### src/hdl/ipseq_pkg.sv
// Package for the ignition power sequencer: phase enumeration, response codes,
// host command characters, configuration register indexes and field widths.
// No dependencies.
`timescale 1ns / 1ps

package ipseq_pkg;

    localparam int unsigned CFG_DATA_W  = 8;
    localparam int unsigned CFG_INDEX_W = 3;
    localparam int unsigned DELAY_W     = 4;
    localparam int unsigned COUNT_W     = 8;
    localparam int unsigned ALIVE_W     = 3;
    localparam int unsigned RELAY_W     = 3;
    localparam int unsigned RESP_W      = 2;
    localparam int unsigned PHASE_W     = 3;
    localparam int unsigned BYTE_W      = 8;

    typedef enum logic [PHASE_W-1:0] {
        PH_IDLE = 3'd0,
        PH_PON  = 3'd1,
        PH_BOOT = 3'd2,
        PH_RUN  = 3'd3,
        PH_OFF  = 3'd4
    } phase_t;

    typedef enum logic [RESP_W-1:0] {
        RESP_NONE = 2'd0,
        RESP_ACK  = 2'd1,
        RESP_NACK = 2'd2
    } resp_t;

    typedef enum logic [CFG_INDEX_W-1:0] {
        CFG_DEFAULT_DELAY = 3'd0,
        CFG_BOOT_WAIT     = 3'd1,
        CFG_SHUTDOWN_WAIT = 3'd2,
        CFG_HANG_WAIT     = 3'd3,
        CFG_INITIAL_IDLE  = 3'd4,
        CFG_ALIVE_LIMIT   = 3'd5,
        CFG_DEBUG_RESET   = 3'd6
    } cfg_index_t;

    localparam logic [BYTE_W-1:0] CMD_DISPLAY_ON  = 8'h31; // '1'
    localparam logic [BYTE_W-1:0] CMD_HOST_ON     = 8'h32; // '2'
    localparam logic [BYTE_W-1:0] CMD_AUX_ON      = 8'h33; // '3'
    localparam logic [BYTE_W-1:0] CMD_DISPLAY_OFF = 8'h34; // '4'
    localparam logic [BYTE_W-1:0] CMD_HOST_OFF    = 8'h35; // '5'
    localparam logic [BYTE_W-1:0] CMD_AUX_OFF     = 8'h36; // '6'
    localparam logic [BYTE_W-1:0] CMD_ALIVE       = 8'h2B; // '+'
    localparam logic [BYTE_W-1:0] CMD_SHUTDOWN    = 8'h24; // '$'
    localparam logic [BYTE_W-1:0] CMD_DEBUG       = 8'h23; // '#'
    localparam logic [BYTE_W-1:0] CMD_SET_DELAY   = 8'h2A; // '*'
    localparam logic [BYTE_W-1:0] CMD_SERVICE_ON  = 8'h21; // '!'
    localparam logic [BYTE_W-1:0] CMD_SERVICE_OFF = 8'h3F; // '?'
    localparam logic [BYTE_W-1:0] CMD_VERSION     = 8'h76; // 'v'
    localparam logic [BYTE_W-1:0] CMD_BOOT_UPPER  = 8'h55; // 'U'
    localparam logic [BYTE_W-1:0] CMD_BOOT_LOWER  = 8'h75; // 'u'

    localparam logic [BYTE_W-1:0]  DIGIT_BASE     = 8'h30;
    localparam logic [DELAY_W-1:0] DELAY_MIN      = 4'd1;
    localparam logic [DELAY_W-1:0] DELAY_MAX      = 4'd9;
    localparam logic [DELAY_W-1:0] FALLBACK_DELAY = 4'd3;
    localparam logic [COUNT_W-1:0] CANCEL_IDLE    = 8'd2;

    localparam logic [DELAY_W-1:0] RST_DEFAULT_DELAY = 4'd3;
    localparam logic [COUNT_W-1:0] RST_BOOT_WAIT     = 8'd30;
    localparam logic [COUNT_W-1:0] RST_SHUTDOWN_WAIT = 8'd15;
    localparam logic [COUNT_W-1:0] RST_HANG_WAIT     = 8'd5;
    localparam logic [COUNT_W-1:0] RST_INITIAL_IDLE  = 8'd30;
    localparam logic [ALIVE_W-1:0] RST_ALIVE_LIMIT   = 3'd3;
    localparam logic               RST_DEBUG         = 1'b1;

    localparam logic [RELAY_W-1:0] RELAY_DISPLAY = 3'b001;
    localparam logic [RELAY_W-1:0] RELAY_HOST    = 3'b010;
    localparam logic [RELAY_W-1:0] RELAY_AUX     = 3'b100;

endpackage

### src/hdl/ignition_power_sequencer_core.sv
// Ignition power sequencer: input register, one-pass control update, result register.
// Depends on ipseq_pkg.
// A transfer is held in the input register and moves to the result register when the result stage advances.
// Throughput: one control pass per clock cycle while out_stall does not hold the result stage.
// Reset: asynchronous, active low; configuration returns to its defaults, the sequencer
// to idle with all relays off, and both pipeline stages empty.
`timescale 1ns / 1ps

module ignition_power_sequencer_core
(
    input  logic                                clk,
    input  logic                                rst_n,

    input  logic                                cfg_write,
    input  logic [ipseq_pkg::CFG_INDEX_W-1:0]   cfg_index,
    input  logic [ipseq_pkg::CFG_DATA_W-1:0]    cfg_data,

    input  logic                                in_valid,
    output logic                                in_stall,
    input  logic                                second_tick,
    input  logic                                ignition_on,
    input  logic                                override_low,
    input  logic                                command_valid,
    input  logic [ipseq_pkg::BYTE_W-1:0]        command_byte,
    input  logic [ipseq_pkg::BYTE_W-1:0]        argument_byte,

    output logic                                out_valid,
    input  logic                                out_stall,
    output logic [ipseq_pkg::PHASE_W-1:0]       power_state,
    output logic [ipseq_pkg::RELAY_W-1:0]       relay_bits,
    output logic [ipseq_pkg::RESP_W-1:0]        response_code,
    output logic                                sleep_request,
    output logic                                bootloader_request,
    output logic [ipseq_pkg::ALIVE_W-1:0]       alive_level,
    output logic                                service_active,
    output logic                                debug_active,
    output logic [ipseq_pkg::DELAY_W-1:0]       power_on_delay
);

    import ipseq_pkg::*;

    function automatic logic [DELAY_W-1:0] clean_delay(input logic [DELAY_W-1:0] v);
        return (v >= DELAY_MIN && v <= DELAY_MAX) ? v : FALLBACK_DELAY;
    endfunction

    function automatic logic [ALIVE_W-1:0] alive_inc(input logic [ALIVE_W-1:0] v);
        return (v == {ALIVE_W{1'b1}}) ? v : v + ALIVE_W'(1);
    endfunction

    // configuration
    logic [COUNT_W-1:0] boot_wait_reg;
    logic [COUNT_W-1:0] shutdown_wait_reg;
    logic [COUNT_W-1:0] hang_wait_reg;
    logic [ALIVE_W-1:0] alive_limit_reg;

    // sequencer state
    phase_t             phase_reg,       phase_next;
    logic [RELAY_W-1:0] relays_reg,      relays_next;
    logic [DELAY_W-1:0] pon_count_reg,   pon_count_next;
    logic [COUNT_W-1:0] boot_count_reg,  boot_count_next;
    logic [COUNT_W-1:0] off_count_reg,   off_count_next;
    logic [COUNT_W-1:0] idle_count_reg,  idle_count_next;
    logic [ALIVE_W-1:0] alive_count_reg, alive_count_next;
    logic               service_reg,     service_next;
    logic               debug_reg,       debug_next;
    logic [DELAY_W-1:0] delay_reg,       delay_next;
    logic [DELAY_W-1:0] saved_delay_reg, saved_delay_next;

    // input stage
    logic               s1_valid_reg;
    logic               s1_tick_reg;
    logic               s1_ign_reg;
    logic               s1_ovr_reg;
    logic               s1_cvalid_reg;
    logic [BYTE_W-1:0]  s1_cmd_reg;
    logic [BYTE_W-1:0]  s1_arg_reg;

    // result stage
    logic               out_valid_reg;
    logic [PHASE_W-1:0] power_state_reg;
    logic [RELAY_W-1:0] relay_bits_reg;
    logic [RESP_W-1:0]  response_reg;
    logic               sleep_reg;
    logic               bootloader_reg;
    logic [ALIVE_W-1:0] alive_level_reg;
    logic               service_out_reg;
    logic               debug_out_reg;
    logic [DELAY_W-1:0] delay_out_reg;

    logic               advance;
    logic               step;
    logic               is_boot_cmd;
    logic [BYTE_W-1:0]  digit;
    logic               digit_ok;
    resp_t              resp_next;
    logic               sleep_next;
    logic               boot_req_next;

    assign advance  = !out_valid_reg || !out_stall;
    assign in_stall = s1_valid_reg && !advance;
    assign step     = s1_valid_reg && advance;

    assign is_boot_cmd = (s1_cmd_reg == CMD_BOOT_UPPER) || (s1_cmd_reg == CMD_BOOT_LOWER);
    assign digit       = s1_arg_reg - DIGIT_BASE;
    assign digit_ok    = (digit >= BYTE_W'(DELAY_MIN)) && (digit <= BYTE_W'(DELAY_MAX));

    // next state
    always_comb
    begin
        phase_next       = phase_reg;
        relays_next      = relays_reg;
        pon_count_next   = pon_count_reg;
        boot_count_next  = boot_count_reg;
        off_count_next   = off_count_reg;
        idle_count_next  = idle_count_reg;
        alive_count_next = alive_count_reg;
        service_next     = service_reg;
        debug_next       = debug_reg;
        delay_next       = delay_reg;
        saved_delay_next = saved_delay_reg;

        // phase counters: countdowns, but the power-on counter counts up
        if (s1_tick_reg)
        begin
            if (phase_reg == PH_PON && pon_count_reg < delay_reg)
            begin
                pon_count_next = pon_count_reg + DELAY_W'(1);
            end
            else if (phase_reg == PH_RUN)
            begin
                if (alive_count_reg != '0 && !service_reg)
                    alive_count_next = alive_count_reg - ALIVE_W'(1);
            end
            else if (phase_reg == PH_OFF)
            begin
                if (off_count_reg != '0)
                    off_count_next = off_count_reg - COUNT_W'(1);
            end
            else if (phase_reg == PH_IDLE)
            begin
                if (idle_count_reg != '0)
                    idle_count_next = idle_count_reg - COUNT_W'(1);
            end
            else if (phase_reg == PH_BOOT)
            begin
                if (boot_count_reg != '0)
                    boot_count_next = boot_count_reg - COUNT_W'(1);
            end
        end

        // sequencer
        if (phase_next == PH_IDLE && s1_ign_reg)
        begin
            phase_next      = PH_PON;
            relays_next     = relays_next | RELAY_DISPLAY;
            boot_count_next = '0;
        end
        else if (phase_next == PH_PON)
        begin
            if (!s1_ign_reg)
            begin
                phase_next      = PH_IDLE;
                pon_count_next  = '0;
                boot_count_next = '0;
                idle_count_next = CANCEL_IDLE;
                relays_next     = relays_next & ~RELAY_DISPLAY;
            end
            else if (pon_count_next >= delay_reg)
            begin
                phase_next      = PH_BOOT;
                relays_next     = relays_next | RELAY_HOST;
                pon_count_next  = '0;
                boot_count_next = boot_wait_reg;
            end
        end
        else if (phase_next == PH_BOOT && boot_count_next == '0)
        begin
            pon_count_next = '0;
            if (!s1_ign_reg)
            begin
                phase_next      = PH_OFF;
                boot_count_next = '0;
            end
            else
            begin
                phase_next       = PH_RUN;
                alive_count_next = alive_inc(alive_count_next);
            end
        end
        else if (phase_next == PH_RUN)
        begin
            if (alive_count_next == '0)
            begin
                relays_next    = relays_next & ~RELAY_AUX;
                off_count_next = hang_wait_reg;
                phase_next     = PH_OFF;
            end
            else if (!s1_ign_reg)
            begin
                relays_next     = relays_next & ~RELAY_AUX;
                phase_next      = PH_OFF;
                pon_count_next  = '0;
                boot_count_next = '0;
                off_count_next  = shutdown_wait_reg;
            end
        end
        else if (phase_next == PH_OFF && off_count_next != '0)
        begin
            if (s1_ovr_reg)
                off_count_next = '0;
        end
        else if (phase_next == PH_OFF)
        begin
            relays_next     = '0;
            phase_next      = PH_IDLE;
            idle_count_next = '0;
        end

        // host command
        if (s1_cvalid_reg && !is_boot_cmd)
        begin
            case (s1_cmd_reg)
                CMD_DISPLAY_ON:
                begin
                    alive_count_next = alive_inc(alive_count_next);
                    relays_next      = relays_next | RELAY_DISPLAY;
                end
                CMD_HOST_ON:
                begin
                    alive_count_next = alive_inc(alive_count_next);
                    relays_next      = relays_next | RELAY_HOST;
                end
                CMD_AUX_ON:
                begin
                    alive_count_next = alive_inc(alive_count_next);
                    relays_next      = relays_next | RELAY_AUX;
                end
                CMD_DISPLAY_OFF:
                begin
                    relays_next = relays_next & ~RELAY_DISPLAY;
                end
                CMD_HOST_OFF:
                begin
                    alive_count_next = alive_inc(alive_count_next);
                    relays_next      = relays_next & ~RELAY_HOST;
                end
                CMD_AUX_OFF:
                begin
                    alive_count_next = alive_inc(alive_count_next);
                    relays_next      = relays_next & ~RELAY_AUX;
                end
                CMD_ALIVE:
                begin
                    alive_count_next = alive_inc(alive_count_next);
                end
                CMD_SHUTDOWN:
                begin
                    relays_next      = relays_next & ~RELAY_AUX;
                    alive_count_next = alive_inc(alive_count_next);
                    phase_next       = PH_OFF;
                    off_count_next   = shutdown_wait_reg;
                end
                CMD_DEBUG:
                begin
                    alive_count_next = alive_inc(alive_count_next);
                    debug_next       = !debug_reg;
                end
                CMD_SET_DELAY:
                begin
                    if (digit_ok)
                    begin
                        delay_next       = digit[DELAY_W-1:0];
                        saved_delay_next = digit[DELAY_W-1:0];
                    end
                    else
                    begin
                        delay_next = saved_delay_reg;
                    end
                end
                CMD_SERVICE_ON:
                begin
                    service_next = 1'b1;
                end
                CMD_SERVICE_OFF:
                begin
                    service_next = 1'b0;
                end
                default:
                begin
                end
            endcase
            if (alive_count_next > alive_limit_reg)
                alive_count_next = alive_limit_reg;
        end
    end

    // per-pass flags
    always_comb
    begin
        resp_next     = RESP_NONE;
        boot_req_next = 1'b0;
        sleep_next    = (phase_reg == PH_IDLE) && !s1_ign_reg &&
                        ((idle_count_reg == '0) ||
                         (s1_tick_reg && idle_count_reg == COUNT_W'(1)));
        if (s1_cvalid_reg)
        begin
            if (is_boot_cmd)
            begin
                boot_req_next = 1'b1;
            end
            else
            begin
                case (s1_cmd_reg) inside
                    CMD_DISPLAY_ON, CMD_HOST_ON, CMD_AUX_ON, CMD_DISPLAY_OFF,
                    CMD_HOST_OFF, CMD_AUX_OFF, CMD_ALIVE, CMD_SHUTDOWN, CMD_DEBUG,
                    CMD_SERVICE_ON, CMD_SERVICE_OFF, CMD_VERSION:
                        resp_next = RESP_ACK;
                    CMD_SET_DELAY:
                        resp_next = digit_ok ? RESP_ACK : RESP_NACK;
                    default:
                        resp_next = RESP_NACK;
                endcase
            end
        end
    end

    // configuration and sequencer state
    always_ff @(posedge clk or negedge rst_n)
    begin
        if (!rst_n)
        begin
            boot_wait_reg     <= RST_BOOT_WAIT;
            shutdown_wait_reg <= RST_SHUTDOWN_WAIT;
            hang_wait_reg     <= RST_HANG_WAIT;
            alive_limit_reg   <= RST_ALIVE_LIMIT;
            phase_reg         <= PH_IDLE;
            relays_reg        <= '0;
            pon_count_reg     <= '0;
            boot_count_reg    <= '0;
            off_count_reg     <= '0;
            idle_count_reg    <= RST_INITIAL_IDLE;
            alive_count_reg   <= '0;
            service_reg       <= 1'b0;
            debug_reg         <= RST_DEBUG;
            delay_reg         <= RST_DEFAULT_DELAY;
            saved_delay_reg   <= RST_DEFAULT_DELAY;
        end
        else if (cfg_write)
        begin
            case (cfg_index)
                CFG_DEFAULT_DELAY:
                begin
                    delay_reg       <= clean_delay(cfg_data[DELAY_W-1:0]);
                    saved_delay_reg <= clean_delay(cfg_data[DELAY_W-1:0]);
                end
                CFG_BOOT_WAIT:     boot_wait_reg     <= cfg_data[COUNT_W-1:0];
                CFG_SHUTDOWN_WAIT: shutdown_wait_reg <= cfg_data[COUNT_W-1:0];
                CFG_HANG_WAIT:     hang_wait_reg     <= cfg_data[COUNT_W-1:0];
                CFG_INITIAL_IDLE:  idle_count_reg    <= cfg_data[COUNT_W-1:0];
                CFG_ALIVE_LIMIT:   alive_limit_reg   <= cfg_data[ALIVE_W-1:0];
                CFG_DEBUG_RESET:   debug_reg         <= cfg_data[0];
                default:
                begin
                end
            endcase
        end
        else if (step)
        begin
            phase_reg       <= phase_next;
            relays_reg      <= relays_next;
            pon_count_reg   <= pon_count_next;
            boot_count_reg  <= boot_count_next;
            off_count_reg   <= off_count_next;
            idle_count_reg  <= idle_count_next;
            alive_count_reg <= alive_count_next;
            service_reg     <= service_next;
            debug_reg       <= debug_next;
            delay_reg       <= delay_next;
            saved_delay_reg <= saved_delay_next;
        end
    end

    // input stage: hold while the result stage is full and stalled
    always_ff @(posedge clk or negedge rst_n)
    begin
        if (!rst_n)
            s1_valid_reg <= 1'b0;
        else if (!in_stall)
            s1_valid_reg <= in_valid;
    end

    always_ff @(posedge clk)
    begin
        if (in_valid && !in_stall)
        begin
            s1_tick_reg   <= second_tick;
            s1_ign_reg    <= ignition_on;
            s1_ovr_reg    <= override_low;
            s1_cvalid_reg <= command_valid;
            s1_cmd_reg    <= command_byte;
            s1_arg_reg    <= argument_byte;
        end
    end

    // result stage
    always_ff @(posedge clk or negedge rst_n)
    begin
        if (!rst_n)
            out_valid_reg <= 1'b0;
        else if (advance)
            out_valid_reg <= s1_valid_reg;
    end

    always_ff @(posedge clk)
    begin
        if (step)
        begin
            power_state_reg <= phase_next;
            relay_bits_reg  <= relays_next;
            response_reg    <= resp_next;
            sleep_reg       <= sleep_next;
            bootloader_reg  <= boot_req_next;
            alive_level_reg <= alive_count_next;
            service_out_reg <= service_next;
            debug_out_reg   <= debug_next;
            delay_out_reg   <= delay_next;
        end
    end

    assign out_valid          = out_valid_reg;
    assign power_state        = power_state_reg;
    assign relay_bits         = relay_bits_reg;
    assign response_code      = response_reg;
    assign sleep_request      = sleep_reg;
    assign bootloader_request = bootloader_reg;
    assign alive_level        = alive_level_reg;
    assign service_active     = service_out_reg;
    assign debug_active       = debug_out_reg;
    assign power_on_delay     = delay_out_reg;

endmodule

### config.mk
export PLATFORM = sky130hd
export DESIGN_NAME = ignition_power_sequencer_core
export DESIGN_NICKNAME = d
export VERILOG_FILES = /design/src/hdl/ipseq_pkg.sv /design/src/hdl/ignition_power_sequencer_core.sv
export SDC_FILE = /design/constraint.sdc
export NUM_CORES = 1
export LEC_CHECK = 0
export BUFFER_PORTS_ARGS = -buffer_cell sky130_fd_sc_hd__buf_2
export CORE_MARGIN = 10
export CORE_UTILIZATION = 35
export CTS_CLUSTER_SIZE = 30
export DETAILED_ROUTE_END_ITERATION = 10
export PLACE_DENSITY = 0.57
export RECOVER_POWER = 50
export SYNTH_ARGS = -nofsm -noshare
export SYNTH_HDL_FRONTEND = slang
export SYNTH_SLANG_ARGS = --single-unit
### constraint.sdc
create_clock -name clk -period 8.4 [get_ports clk]
set_input_delay 1.68 -clock clk [delete_from_list [all_inputs] [get_ports clk]]
set_output_delay 1.68 -clock clk [all_outputs]
set_load 0.01 [all_outputs]
Word level (Yosys, flattened, before mapping)
Index checks and enable logic that the tools add are counted.
Storage, ports and cells
  flip-flop bits (word level): 115
  memory bits (writable): 0
  word-level logic and storage cells: 250
  memories: 0
  bits in read-only memories: 0
  input bits: 36
  latch bits: 0
Operators by class
  reductions and logical operators: 52
  multipliers: 0
  div/mod/pow operators: 0
  muxes and demuxes: 117
  equal/unequal tests: 31
  shifts and indexed selects: 0
  magnitude comparators: 7
  bitwise operators: 2
  add/sub/neg operators: 8
Operators by type and width (number)
  $mux W8: 46
  $mux W3: 36
  $eq A8 B6 Y1 const B: 12
  $mux W4: 21
  $reduce_bool A8 Y1: 4
  $eq A8 B7 Y1 const B: 3
  $sub A8 B1 Y8 const B: 3
  $eq A3 B3 Y1 const B: 6
  $pmux W3 S6: 1
  $logic_not A8 Y1: 2
  $reduce_and A2 Y1: 8
  $logic_and A1 B1 Y1: 14
  $reduce_or A14 Y1: 1
  $eq A3 B2 Y1 const B: 4
  $reduce_or A12 Y1: 1
  $logic_not A3 Y1: 3
  $eq A8 B1 Y1 const B: 1
  $ge A8 B1 Y1 const B: 1
  $le A8 B4 Y1 const B: 1
  $logic_not A1 Y1: 8
  $mux W1: 8
  $mux W2: 4
  $reduce_or A8 Y1: 1
  $sub A8 B6 Y8 const B: 1
  17 further kinds: 27

Depth between registers and ports, before layout
Gate-level depths: netlist of the first run.
  depth in word-level cells: 20
  gate-level depth with buffers: 22
  mapped depth without buffers: 22

Least setup slack after synthesis of the first run
Ideal clock, no wire load.
  path kind: reg2reg
  from: reg boot_count_reg[0]
  to: reg alive_level_reg[1] (netlist: alive_level[1]) (data pin)
  period minus slack after synthesis: 5123 ps
  setup time: 269 ps
  data required time: 8131 ps
  data arrival time: 4854 ps
  stages on the path, launching flop included: 22
  slack: 3277 ps
  buffers on the path: 0
  cells stage by stage: dfrtp_1 > inv_1 > ha_1 > or4b_1 > o21ai_2 > mux2_2 > or4_1 > o21ai_0 > o21a_1 > ha_1 > inv_1 > o211ai_1 > o21a_1 > mux2_2 > ha_1 > nor2b_1 > o21ai_0 > a32oi_1 > nand2_1 > o221a_2 > o211ai_1 > o211ai_1
Between the ends
  cells in the longest elaborated chain, start to end: 20
  elaborated cells on any way between the ends: 22
  those cells by class: add/sub: 2; order compare: 1; eq/ne: 1; mux: 15; reduce/logical: 3
Ends and longest elaborated chain
  start, declared: RTL line ignition_power_sequencer_core.sv:60  | logic [COUNT_W-1:0] boot_count_reg, boot_count_next;
  start signal, assigned: RTL line ignition_power_sequencer_core.sv:372  | boot_count_reg <= boot_count_next;
  $sub A8 B1 Y8 or $reduce_bool A8 Y1 (tied branches): RTL line ignition_power_sequencer_core.sv:147, ignition_power_sequencer_core.sv:146
  $mux W8: RTL line ignition_power_sequencer_core.sv:146  | if (boot_count_reg != '0)
  $mux W8: RTL line ignition_power_sequencer_core.sv:144  | else if (phase_reg == PH_BOOT)
  $mux W8: RTL line ignition_power_sequencer_core.sv:139  | else if (phase_reg == PH_IDLE)
  $mux W8: RTL line ignition_power_sequencer_core.sv:134  | else if (phase_reg == PH_OFF)
  $mux W8: RTL line ignition_power_sequencer_core.sv:129  | else if (phase_reg == PH_RUN)
  $mux W8: RTL line ignition_power_sequencer_core.sv:125  | if (phase_reg == PH_PON && pon_count_reg < delay_reg)
  $mux W8 (*): RTL line ignition_power_sequencer_core.sv:123  | if (s1_tick_reg)
  (+5 left out)
  $add A3 B1 Y3 or $eq A3 B3 Y1 (tied branches): RTL line ignition_power_sequencer_core.sv:47  | return (v == {ALIVE_W{1'b1}}) ? v : v + ALIVE_W'(1);
  $mux W3: RTL line ignition_power_sequencer_core.sv:47
  $mux W3
  $mux W3: RTL line ignition_power_sequencer_core.sv:220  | if (s1_cvalid_reg && !is_boot_cmd)
  $gt A3 B3 Y1: RTL line ignition_power_sequencer_core.sv:292  | if (alive_count_next > alive_limit_reg)
  $mux W3: RTL line ignition_power_sequencer_core.sv:292
  $mux W3 (*): RTL line ignition_power_sequencer_core.sv:220
  via alive_count_next[1]: RTL line ignition_power_sequencer_core.sv:63  | logic [ALIVE_W-1:0] alive_count_reg, alive_count_next;
  end signal, assigned: RTL line ignition_power_sequencer_core.sv:423  | alive_level_reg <= alive_count_next;
  end, declared: RTL line ignition_power_sequencer_core.sv:85  | logic [ALIVE_W-1:0] alive_level_reg;
Mark *: on every way through the listed nets, which the timed path passes. The rest lies on a longest branch. The select of a mux whose other input is x is not followed.
A chain may end at the register's enable or synchronous reset.

Worst setup path in the final report of the first run
Ends and elaborated chain as after synthesis.

==> results of run 1 <==
critical path: stages (launching register included):
cell and delay, ps:
dfrtp_1 450, inv_1 180, ha_1 180, or4b_1 470, o21ai_2 290, mux2_2 410
nor4_1 430, a21oi_1 180, or2_1 280, inv_1 100, ha_1 200, inv_1 50
o211ai_1 240, o21a_1 200, mux2_2 350, ha_1 290, nor2b_1 120, o21ai_0 80
a32oi_1 350, nand2_1 190, o221a_2 190, o211ai_1 120, o211ai_1 130
stage by stage:
| stage | cells | area [um^2] | worst slack, ps |
|---|---|---|---|
| 2_1_floorplan | 725 | 7070 | 3280 |
| 3_3_place_gp | 1020 | 7600 | 2830 |
| 3_5_place_dp | 1020 | 7600 | 2720 |
| 4_1_cts | 1052 | 8210 | 2690 |
| 5_1_grt | 1052 | 8180 | 2230 |
| 6_report | 1053 | 8180 | 2650 |
path summary, 6_finish.rpt:
check / slack [ps] / endpoint / start
worst max-delay path: 2650 / alive_level[1]$_DFFE_PP_ / boot_count_reg[0]$_DFFE_PN0P_
worst min-delay path: 500 / saved_delay_reg[2]$_DFFE_PN0P_ / saved_delay_reg[2]$_DFFE_PN0P_
worst max register to register: 2650 / alive_level[1]$_DFFE_PP_ / boot_count_reg[0]$_DFFE_PN0P_
worst min register to register: 500 / saved_delay_reg[2]$_DFFE_PN0P_ / saved_delay_reg[2]$_DFFE_PN0P_
max in group asynchronous: 3480 / alive_limit_reg[2]$_DFFE_PN0P_ / rst_n
min in group asynchronous: 1670 / off_count_reg[5]$_DFFE_PN0P_ / rst_n
placed cells by master, fill, tap and decap left out, types with 4 or more instances in the layout:
cell type,n
xnor2_1,9
dfstp_2,21
nand3b_1,4
clkbuf_1,23
buf_4,4
or3_1,6
o211ai_1,9
clkbuf_16,17
nand2_1,68
dfrtp_1,55
bufinv_16,4
nor2_1,48
nor2b_1,6
nand4_1,10
mux2i_1,14
o21a_1,4
a211oi_1,5
nor4_1,12
a21oi_1,27
a22oi_1,10
o31ai_1,7
nor3_1,25
a21o_1,6
clkinv_1,4
edfxtp_1,39
or4_1,6
nand2b_1,12
nand3_1,27
and2_1,7
nor3b_1,4
and3_1,6
o21ai_0,46
ha_1,23
a31oi_1,5
o41ai_1,4
inv_1,37
o22ai_1,5
buf_2,36
mux2_2,38
a22o_1,9
Yosys cell counts, drive strengths merged (14+ instances only):
cell type	n
clkbuf	26
inv	38
nor2	49
nand3	27
ha	23
o21ai	52
nand2	68
nor3	26
dfrtp	55
edfxtp	39
mux2i	14
a21oi	27
dfstp	21
mux2	38
cells by family (layout without fill, tap and decap cells):
family | count (synthesis) | in the layout | synth area share, %
multiplexers | 52 | 52 | 8.03
flip-flops | 115 | 115 | 43.8
XOR/XNOR | 10 | 10 | 1.24
AO/OA/AOI/OAI | 185 | 185 | 18.4
AND/OR/NAND/NOR | 269 | 269 | 20.4
buffers and inverters | 70 | 132 | 3.93
other | 0 | 1 | 0
adder cells (fa/ha/maj) | 24 | 24 | 4.21
report_power, final:
group          total [mW]  switching [mW]  internal (mW)  leakage [nW]
combinational       0.548           0.318          0.230          1.66
clock               0.763           0.269          0.494         0.291
sequential          0.805          0.0992          0.706          1.27
final cells by class:
type,count,area (um^2)
Timing Repair Buffer,62,293
Fill cell,1986,11500
Clock inverter,14,185
Antenna cell,1,2.50
Inverter,38,143
Clock buffer,18,429
Multi-Input combinational cell,540,3700
Sequential cell,115,3100
Tap cell,265,332
metal layers:
metal	routed length [um]	track usage, %	vias up	share of wire, %
met1	9290	20.3	2791	49
met2	8650	22.2	154	45
met3	814	3.41	27	4.3
met5	7	0	-	0.037
met4	318	5.21	2	1.7
li1	-	-	2840	-
==> metrics, run 1 <==
status=finished, violations left; failing checks=capacitance limit, slew limit; Initial Util=36.0%; FF+latch count, synth=between 100 and 150; minimum clock period=between 5000 and 6000 ps; Crit Path Class=flop to flop; DR DRC count=0; DRT Pass-1 Iters=6; placeable core area=just under 0.02 mm^2; Worst EP arrival=5910 ps; Synth area leaders=dfrtp_1 19%, edfxtp_1 17%, dfstp_2 7.8%; EDFF count, synth=39; sequential cell area fraction in the yosys report=43.8%; clock root cell=clkbuf_16; fin util=about two fifths; Post-CTS Setup Bufs=0; DIE AREA=0.0263 mm^2; initial antenna violation count=1; PostCTS Resize Cnt=0; reported leakage power=between 3 and 4 nW; Setup crit start kind=flop; # hold bufs at CTS=0; layout cell share with drive strength beyond 1=19.2%; Remaining Overflow, GRT=0; Area growth syn-to-layout=15.6%; max-slew violations=79; Chip Height=approximately 160 um; CTS tree=done; Min-Delay Path Class=flop to flop; initial DRC count=440; Syn Area/Cell=a little under 10 um^2; clock insertion delay at the later pin of the skew report=~420 ps; Post-synth top flop=dfrtp_1; vias per inst=approximately 5.5; Post-Route WL=~19 mm; Final period util=between 60% and 70%; Num Clock Sinks=about 120; first-pass GRT wire length=around 31 mm; routability congestion estimate=0.860; Yosys cell types=87; IO Port Bufs=56; clk slew on worst S/H paths=60 ps; routed length per placed instance=approximately 18 um; Via Count=just under 6000; Worst Path Max Fanout=8; vias in the first global route=5782; Syn Inst Count=725; nets@finish=between 800 and 900; setup_tns=0 ps; Synth top area share=between 10% and 20%; endpoints failing hold=0; row count=51; Ports=57; clock skew=12.3 ps; Synth area leader=dfrtp_1; final hold slack=498 ps; largest net degree at the start of global routing=50; P per Cell Area=259 mW/mm^2; slew margin rel.=-79.1%; RSZ-0062 raised after global routing=false; Setup crit end kind=flop; share of synthesized registers carrying an async set or reset=between 60 and 70%; post-route ant nets=0; htree depth=4; overall power=2.12 mW; maximum VDD drop=0.000157 V; dpl hpwl=13.7 mm; GRT Total Usage=about 15%; synth warn=0; max_cap viols=2; Reg2Reg Depth=22; worst hold path depth=2; Syn Nets=784; Die W=162 um; clock buffer depth=2; Max Clk Rate=about 170 MHz; number of setup violations in the final report=0; Syn Std Cell Area=between 0.007 and 0.008 mm^2; number of CTS-inserted buffers=17; data required time of the worst path=roughly 8600 ps; actual slew at the worst max-slew pin=2690 ps
Note: power is estimated with default switching activity, not from simulation.
==> inputs of run 2 (changes only) <==
ABC_AREA = 1   (was not set)
PLACE_DENSITY = 0.59   (was 0.57)
clock period = 4.9 ns   (was 8.4 ns; I/O delays follow)
==> run 2 against run 1 <==
  * The run still ends with capacitance limit, slew limit left
  * Critical path type unchanged
  * Worst setup slack worse by 2100 ps
  * Via count is 5.8% higher
  * Core utilization hardly changed
  * Critical endpoint is now boot_count_reg[4]$_DFFE_PN0P_
==> metrics, run 2 <==
Syn Inst Count=911 (+26%); worst path cell trace=inv_1 > ha_1 > nand2_1 > nand2_1 > nand2_1 > nand3_4 > nor2_1 > inv_1 > nor4_1 > xor2_1 > inv_1 > ha_1 > nand2_1 > inv_1 > o21ai_0 > nand2_1 > a31oi_1 > clkinv_1 > nand3_1 > o21ai_0 > nand3_1 > o21ai_0; Syn Nets=970 (+24%); most frequent cells in the layout=211 x nand2_1, 117 x inv_1, 104 x o21ai_0, 73 x nor2_1, 67 x nand3_1; RSZ-0062 raised after global routing=false; Post-synth top flop=dfrtp_1; post-route ant nets=0 (unchanged); Area growth syn-to-layout=16.0%; register area=0.00310 mm^2 (unchanged); DRT Pass-1 Iters=6 (unchanged); number of setup violations in the final report=0 (unchanged); setup_tns=0 ps (unchanged); sw frac=42.7% (+10 points); Syn Std Cell Area=0.00705 mm^2 (-0.35%); nets@finish=1031 (+24%); CP most frequent cell=nand2_1; clock insertion delay at the later pin of the skew report=430 ps (about the same); total inserted antenna cells=0 (-1); Worst path slowest cell=dfstp_2; crit path to=boot_count_reg[4]$_DFFE_PN0P_; data required time of the worst path=5160 ps (-3400 ps); Multi-input gate area=0.00335 mm^2 (-9.3%); dpl hpwl=14.2 mm (+4.0%); Commonest cells post-synth=211 x nand2_1, 117 x inv_1, 104 x o21ai_0; Syn Area/Cell=7.74 um^2 (-21%); commonest non-fill, non-tap cell in the layout=nand2_1; vias per inst=4.92 (-11%); vias in the first global route=6134 (+6.1%); fin util=41.6% (about the same); actual slew at the worst max-slew pin=2370 ps (-317 ps); Chip Height=162 um (-0.15%); maximum VDD drop=0.000317 V (+100%); minimum clock period=4350 ps (-1390 ps); FF+latch count, synth=115 (unchanged); max-slew violations=40 (-49%); register share of total power=31.3% (-6.7 points); endpoints failing hold=0 (unchanged); Worst Path Max Fanout=9 (+1); initial DRC count=420 (-4.5%); Clock power frac=26.7% (-9.4 points); clock skew=14.3 ps (+2.04 ps); sequential cell area fraction in the yosys report=44.0% (+0.16 points); Synth area leaders=dfrtp_1 20%, edfxtp_1 17%, nand2_1 11%; initial antenna violation count=0 (-1); clk slew on worst S/H paths=70 ps (about the same); PostCTS Resize Cnt=0 (unchanged); Largest stage delay, worst path=540 ps (+70 ps); largest net degree at the start of global routing=40 (-20%); Post-CTS Setup Bufs=0 (unchanged); internal power=2.66 mW (+86%); clock root cell=clkbuf_16; Reg2Reg Depth=22 (unchanged); Setup crit end kind=flop; Min-Delay Path Class=flop to flop; DR DRC count=0 (unchanged); Synth area leader=dfrtp_1; P per Cell Area=567 mW/mm^2 (+120%); Worst EP arrival=4620 ps (-1290 ps); number of CTS-inserted buffers=17 (unchanged); Via Count=6152 (+5.8%); Critical Path Start=delay_reg[1]$_DFFE_PN1P_; NetSw=1.98 mW (+190%); Max Clk Rate=230 MHz (+32%); failing checks=capacitance limit, slew limit; Final period util=88.8% (+20 points); Yosys cell types=51 (-41%); Die W=162 um (-0.15%); share of synthesized registers carrying an async set or reset=66.1% (unchanged); Worst R2R Setup Slack=550 ps (-2110 ps); Crit Path Class=flop to flop; Remaining Overflow, GRT=0 (unchanged); EDFF count, synth=39 (unchanged); layout cell share with drive strength beyond 1=15.9% (-3.2 points); Initial Util=35.9% (-0.13 points); Synth top area share=19.5% (+0.069 points); Ports=57 (unchanged); clock buffer depth=2 (unchanged); r2r endpoint=boot_count_reg[4]$_DFFE_PN0P_; DIE AREA=0.0262 mm^2 (-0.31%); htree depth=4 (unchanged); GRT Total Usage=14.8% (about the same); routed length per placed instance=15.1 um (-17%); WP buf/inv=5 (+2); first-pass GRT wire length=31.5 mm (+0.68%); top cell family by delay on the critical path=simple AND/OR/NAND/NOR gates; max_cap viols=1 (-1); reg-to-reg startpoint=delay_reg[1]$_DFFE_PN1P_; Setup crit start kind=flop; cell with the most instances after synthesis=nand2_1; row count=51 (unchanged); placeable core area=0.0197 mm^2 (unchanged); synth warn=0 (unchanged); Num Clock Sinks=115 (unchanged); # fillers=2070 (+4.2%); reported leakage power=3.94 nW (+22%); Post-Route WL=18.9 mm (-1.0%); Comb power frac=42.0% (+16 points); status=finished, violations left; slew margin rel.=-58.0% (+21 points); # hold bufs at CTS=0 (unchanged); IO Port Bufs=56 (unchanged); routability congestion estimate=0.927 (+7.9%); CTS tree=done; WP depth=22 (unchanged)
-- run 2: changes by cell type after synthesis, sizes merged, moves of 11 or more --
cell,previous run,this run
clkbuf,26,13
inv,38,133
mux2,38,1
mux2i,14,0
nand2,68,222
nand2b,12,0
nand3,27,73
nor2,49,82
o21ai,52,118
xor2,1,12
-- run 2: cell families after synthesis --
family,synth area share [%]
AOI/OAI and AO/OA,14.6
xor gates and xnor gates,1.49
adders and majority gates,4.08
buffers and inverters,8.45
DFF,44.0
muxes,0.160
and+or+nand+nor,27.3
-- run 2: routing by layer --
layer  track usage, %  part of all wire, %
met1             19.7                   47
met2             23.5                   46
met3             3.13                  5.5
met4             4.59                  1.4
met5                0                    0
-- run 2: worst min-delay path, cell delays in order (launching register included) --
cell and delay, ps:
dfrtp_1 320, inv_1 50, nand2_1 60
-- run 2: worst min-delay path by stage --
stage                             startpoint                     to  slack, ps  depth (start not counted)
floorplan           s1_valid_reg$_DFFE_PN0N_  out_valid$_DFFE_PN0N_        430                          2
global placement    s1_valid_reg$_DFFE_PN0N_  out_valid$_DFFE_PN0N_        460                          2
detailed placement  s1_valid_reg$_DFFE_PN0N_  out_valid$_DFFE_PN0N_        460                          2
CTS                 s1_valid_reg$_DFFE_PN0N_  out_valid$_DFFE_PN0N_        480                          2
global route        s1_valid_reg$_DFFE_PN0N_  out_valid$_DFFE_PN0N_        500                          2
finish              s1_valid_reg$_DFFE_PN0N_  out_valid$_DFFE_PN0N_        460                          2
-- run 2: power by group through the flow --
stage / combinational [mW] / sequential, mW / clock [mW]
final: 1.95 / 1.45 / 1.24
after global routing: 2.24 / 1.49 / 1.31
after CTS: 1.95 / 1.45 / 1.26
after detailed placement: 1.94 / 1.47 / 0
after global placement: 1.93 / 1.47 / 0
after floorplan: 1.49 / 1.43 / 0
-- run 2: stage by stage --
stage | cell area [um^2] | cells | worst slack [ps] | total power, mW | hold WS (ps)
2_1_floorplan | 7050 | 911 | 1320 | 2.92 | 433
3_3_place_gp | 7620 | 1218 | 625 | 3.40 | 459
3_5_place_dp | 7620 | 1218 | 628 | 3.41 | 464
4_1_cts | 8200 | 1250 | 588 | 4.67 | 483
5_1_grt | 8180 | 1250 | 244 | 5.03 | 497
6_report | 8180 | 1250 | 547 | 4.64 | 463
-- run 2: layout make-up --
type,instances,share of cell area (%)
inverters,137,6.32
clock inverters,15,1.93
repair buffers,60,3.59
clock buffers,17,5.20
flip-flops and latches,115,37.9
well taps,265,4.05
multi-input cells,641,41.0
==> inputs of run 3 (changes only) <==
CELL_PAD_IN_SITES_DETAIL_PLACEMENT = 1   (was not set)
CELL_PAD_IN_SITES_GLOBAL_PLACEMENT = 1   (was not set)
PLACE_DENSITY = not set   (was 0.59)
PLACE_DENSITY_LB_ADDON = 0.1   (was not set)
==> run 3 against run 2 <==
  * The run still ends with capacitance limit, slew limit left
  * Final cell count did not move
  * Die area stayed put
  * Sequential power about the same
  * Highest routed layer unchanged
==> metrics, run 3 (synthesis results as in run 2) <==
clock root cell=clkbuf_16; PostCTS Resize Cnt=0 (unchanged); actual slew at the worst max-slew pin=2110 ps (-256 ps); total inserted antenna cells=0 (unchanged); Remaining Overflow, GRT=0 (unchanged); Worst EP arrival=4560 ps (-60 ps); maximum VDD drop=0.000236 V (-26%); fin util=41.7% (+0.13 points); clock buffer depth=2 (unchanged); largest net degree at the start of global routing=43 (+7.5%); Crit Path Class=flop to flop; IO Port Bufs=56 (unchanged); # fillers=2482 (+20%); setup_tns=0 ps (unchanged); clock skew=13.4 ps (-0.943 ps); P per Cell Area=581 mW/mm^2 (+2.5%); dpl cells=1218 (unchanged); DRT Pass-1 Iters=5 (-1); status=finished, violations left; number of setup violations in the final report=0 (unchanged); Placed Instance Area=0.00762 mm^2 (unchanged); htree depth=4 (unchanged); row count=51 (unchanged); Via Count=6228 (+1.2%); DIE AREA=0.0262 mm^2 (unchanged); post-route non-filler standard cell count=1250 (unchanged); RSZ-0062 raised after global routing=false; Chip Height=162 um (unchanged); Initial Util=35.9% (unchanged); clock insertion delay at the later pin of the skew report=430 ps (about the same); reported leakage power=3.95 nW (+0.41%); # hold bufs at CTS=0 (unchanged); vias per inst=4.98 (+1.2%); Setup crit start kind=flop; dpl hpwl=16.4 mm (+15%); Post-CTS Setup Bufs=0 (unchanged); max_cap viols=1 (unchanged); post-route ant nets=0 (unchanged); vias in the first global route=6512 (+6.2%); CTS tree=done; Area growth syn-to-layout=16.4%; failing checks=capacitance limit, slew limit; Worst path slowest cell=dfstp_2; final hold slack=470 ps (+6.94 ps); Max Clk Rate=228 MHz (-0.87%); most frequent cells in the layout=211 x nand2_1, 117 x inv_1, 104 x o21ai_0, 73 x nor2_1, 67 x nand3_1; number of CTS-inserted buffers=17 (unchanged); WP buf/inv=5 (unchanged); data required time of the worst path=5070 ps (-90 ps); layout cell share with drive strength beyond 1=15.9% (unchanged); DR DRC count=0 (unchanged); top cell family by delay on the critical path=simple AND/OR/NAND/NOR gates; CP most frequent cell=nand2_1; Min-Delay Path Class=flop to flop; nets@finish=1031 (unchanged); Die W=162 um (unchanged); Num Clock Sinks=115 (unchanged); slew margin rel.=-40.9% (+17 points); endpoints failing hold=0 (unchanged); Largest stage delay, worst path=550 ps (about the same); placeable core area=0.0197 mm^2 (unchanged); Finished Cell Area=0.00820 mm^2 (+0.31%); minimum clock period=4390 ps (+38.1 ps); clk slew on worst S/H paths=60 ps (about the same); routed length per placed instance=17.0 um (+13%); Worst Path Max Fanout=9 (unchanged); first-pass GRT wire length=35.2 mm (+12%); worst hold path depth=2 (unchanged); WP depth=21 (-4.5%); initial DRC count=265 (-37%); routability congestion estimate=0.853 (-8.1%); max-slew violations=36 (-10%); worst path cell trace=inv_1 > ha_1 > nand2_1 > nand2_1 > nand2_1 > nand3_4 > nor2_1 > inv_1 > nor4_1 > xor2_1 > inv_1 > ha_1 > nand2_1 > inv_1 > o21ai_0 > nand2_1 > a31oi_1 > clkinv_1 > nand3_1 > a21oi_1 > a22o_1; Reg2Reg Depth=21 (-4.5%); initial antenna violation count=0 (unchanged); Ports=57 (unchanged); Setup crit end kind=flop; Final period util=89.6% (+0.78 points); GRT Total Usage=16.8% (+2.0 points); Post-Route WL=21.3 mm (+13%); commonest non-fill, non-tap cell in the layout=nand2_1
-- run 3: path summary, 6_finish.rpt --
kind                       slack (ps)                      from                              to
setup / recovery                  510  delay_reg[1]$_DFFE_PN1P_         relay_bits[1]$_DFFE_PP_
hold / removal                    470  s1_valid_reg$_DFFE_PN0N_           out_valid$_DFFE_PN0N_
setup reg to reg                  510  delay_reg[1]$_DFFE_PN1P_         relay_bits[1]$_DFFE_PP_
hold reg to reg                   470  s1_valid_reg$_DFFE_PN0N_           out_valid$_DFFE_PN0N_
max in group asynchronous        1650                     rst_n   boot_count_reg[5]$_DFFE_PN0P_
min in group asynchronous        1160                     rst_n  alive_count_reg[1]$_DFFE_PN0P_
-- run 3: where the power goes --
group	leakage [nW]	total (mW)	internal, mW	switching, mW
combinational	2.36	2.01	0.660	1.35
sequential	1.30	1.46	1.28	0.171
clock	0.298	1.31	0.773	0.532
total	3.95	4.77	2.72	2.05
-- run 3: area by class of cell --
type / instances / area [um^2] / area share [%]
clock buffer: 17 / 425 / 5.19
clock inverter: 15 / 183 / 2.23
inverter: 137 / 517 / 6.30
multi-input combinational: 641 / 3350 / 40.9
sequential: 115 / 3100 / 37.8
tap: 265 / 332 / 4.04
timing repair buffer: 60 / 294 / 3.58
-- run 3: per-stage QoR --
stage / total power [mW] / setup WS [ps]
floorplan: 2.92 / 1320
global placement: 3.46 / 648
detailed placement: 3.49 / 548
CTS: 4.83 / 525
global route: 5.18 / 206
finish: 4.77 / 509
-- run 3: worst reg2reg max path, delay by kind of cell, from the launching register on --
| family | cells | cell delay, ps |
|---|---|---|
| buf+inv | 5 | 700 |
| flops | 1 | 550 |
| compound gates | 4 | 820 |
| simple gates | 9 | 1290 |
| xor+xnor | 1 | 240 |
| fa+ha+maj | 2 | 560 |
-- run 3: routing by layer --
layer	GRT usage (%)	up-vias	wire length, um
li1	-	3148	-
met1	22.6	2974	10300
met2	27.1	91	10000
met3	3.46	15	744
met4	4.09	0	170
met5	0	-	0
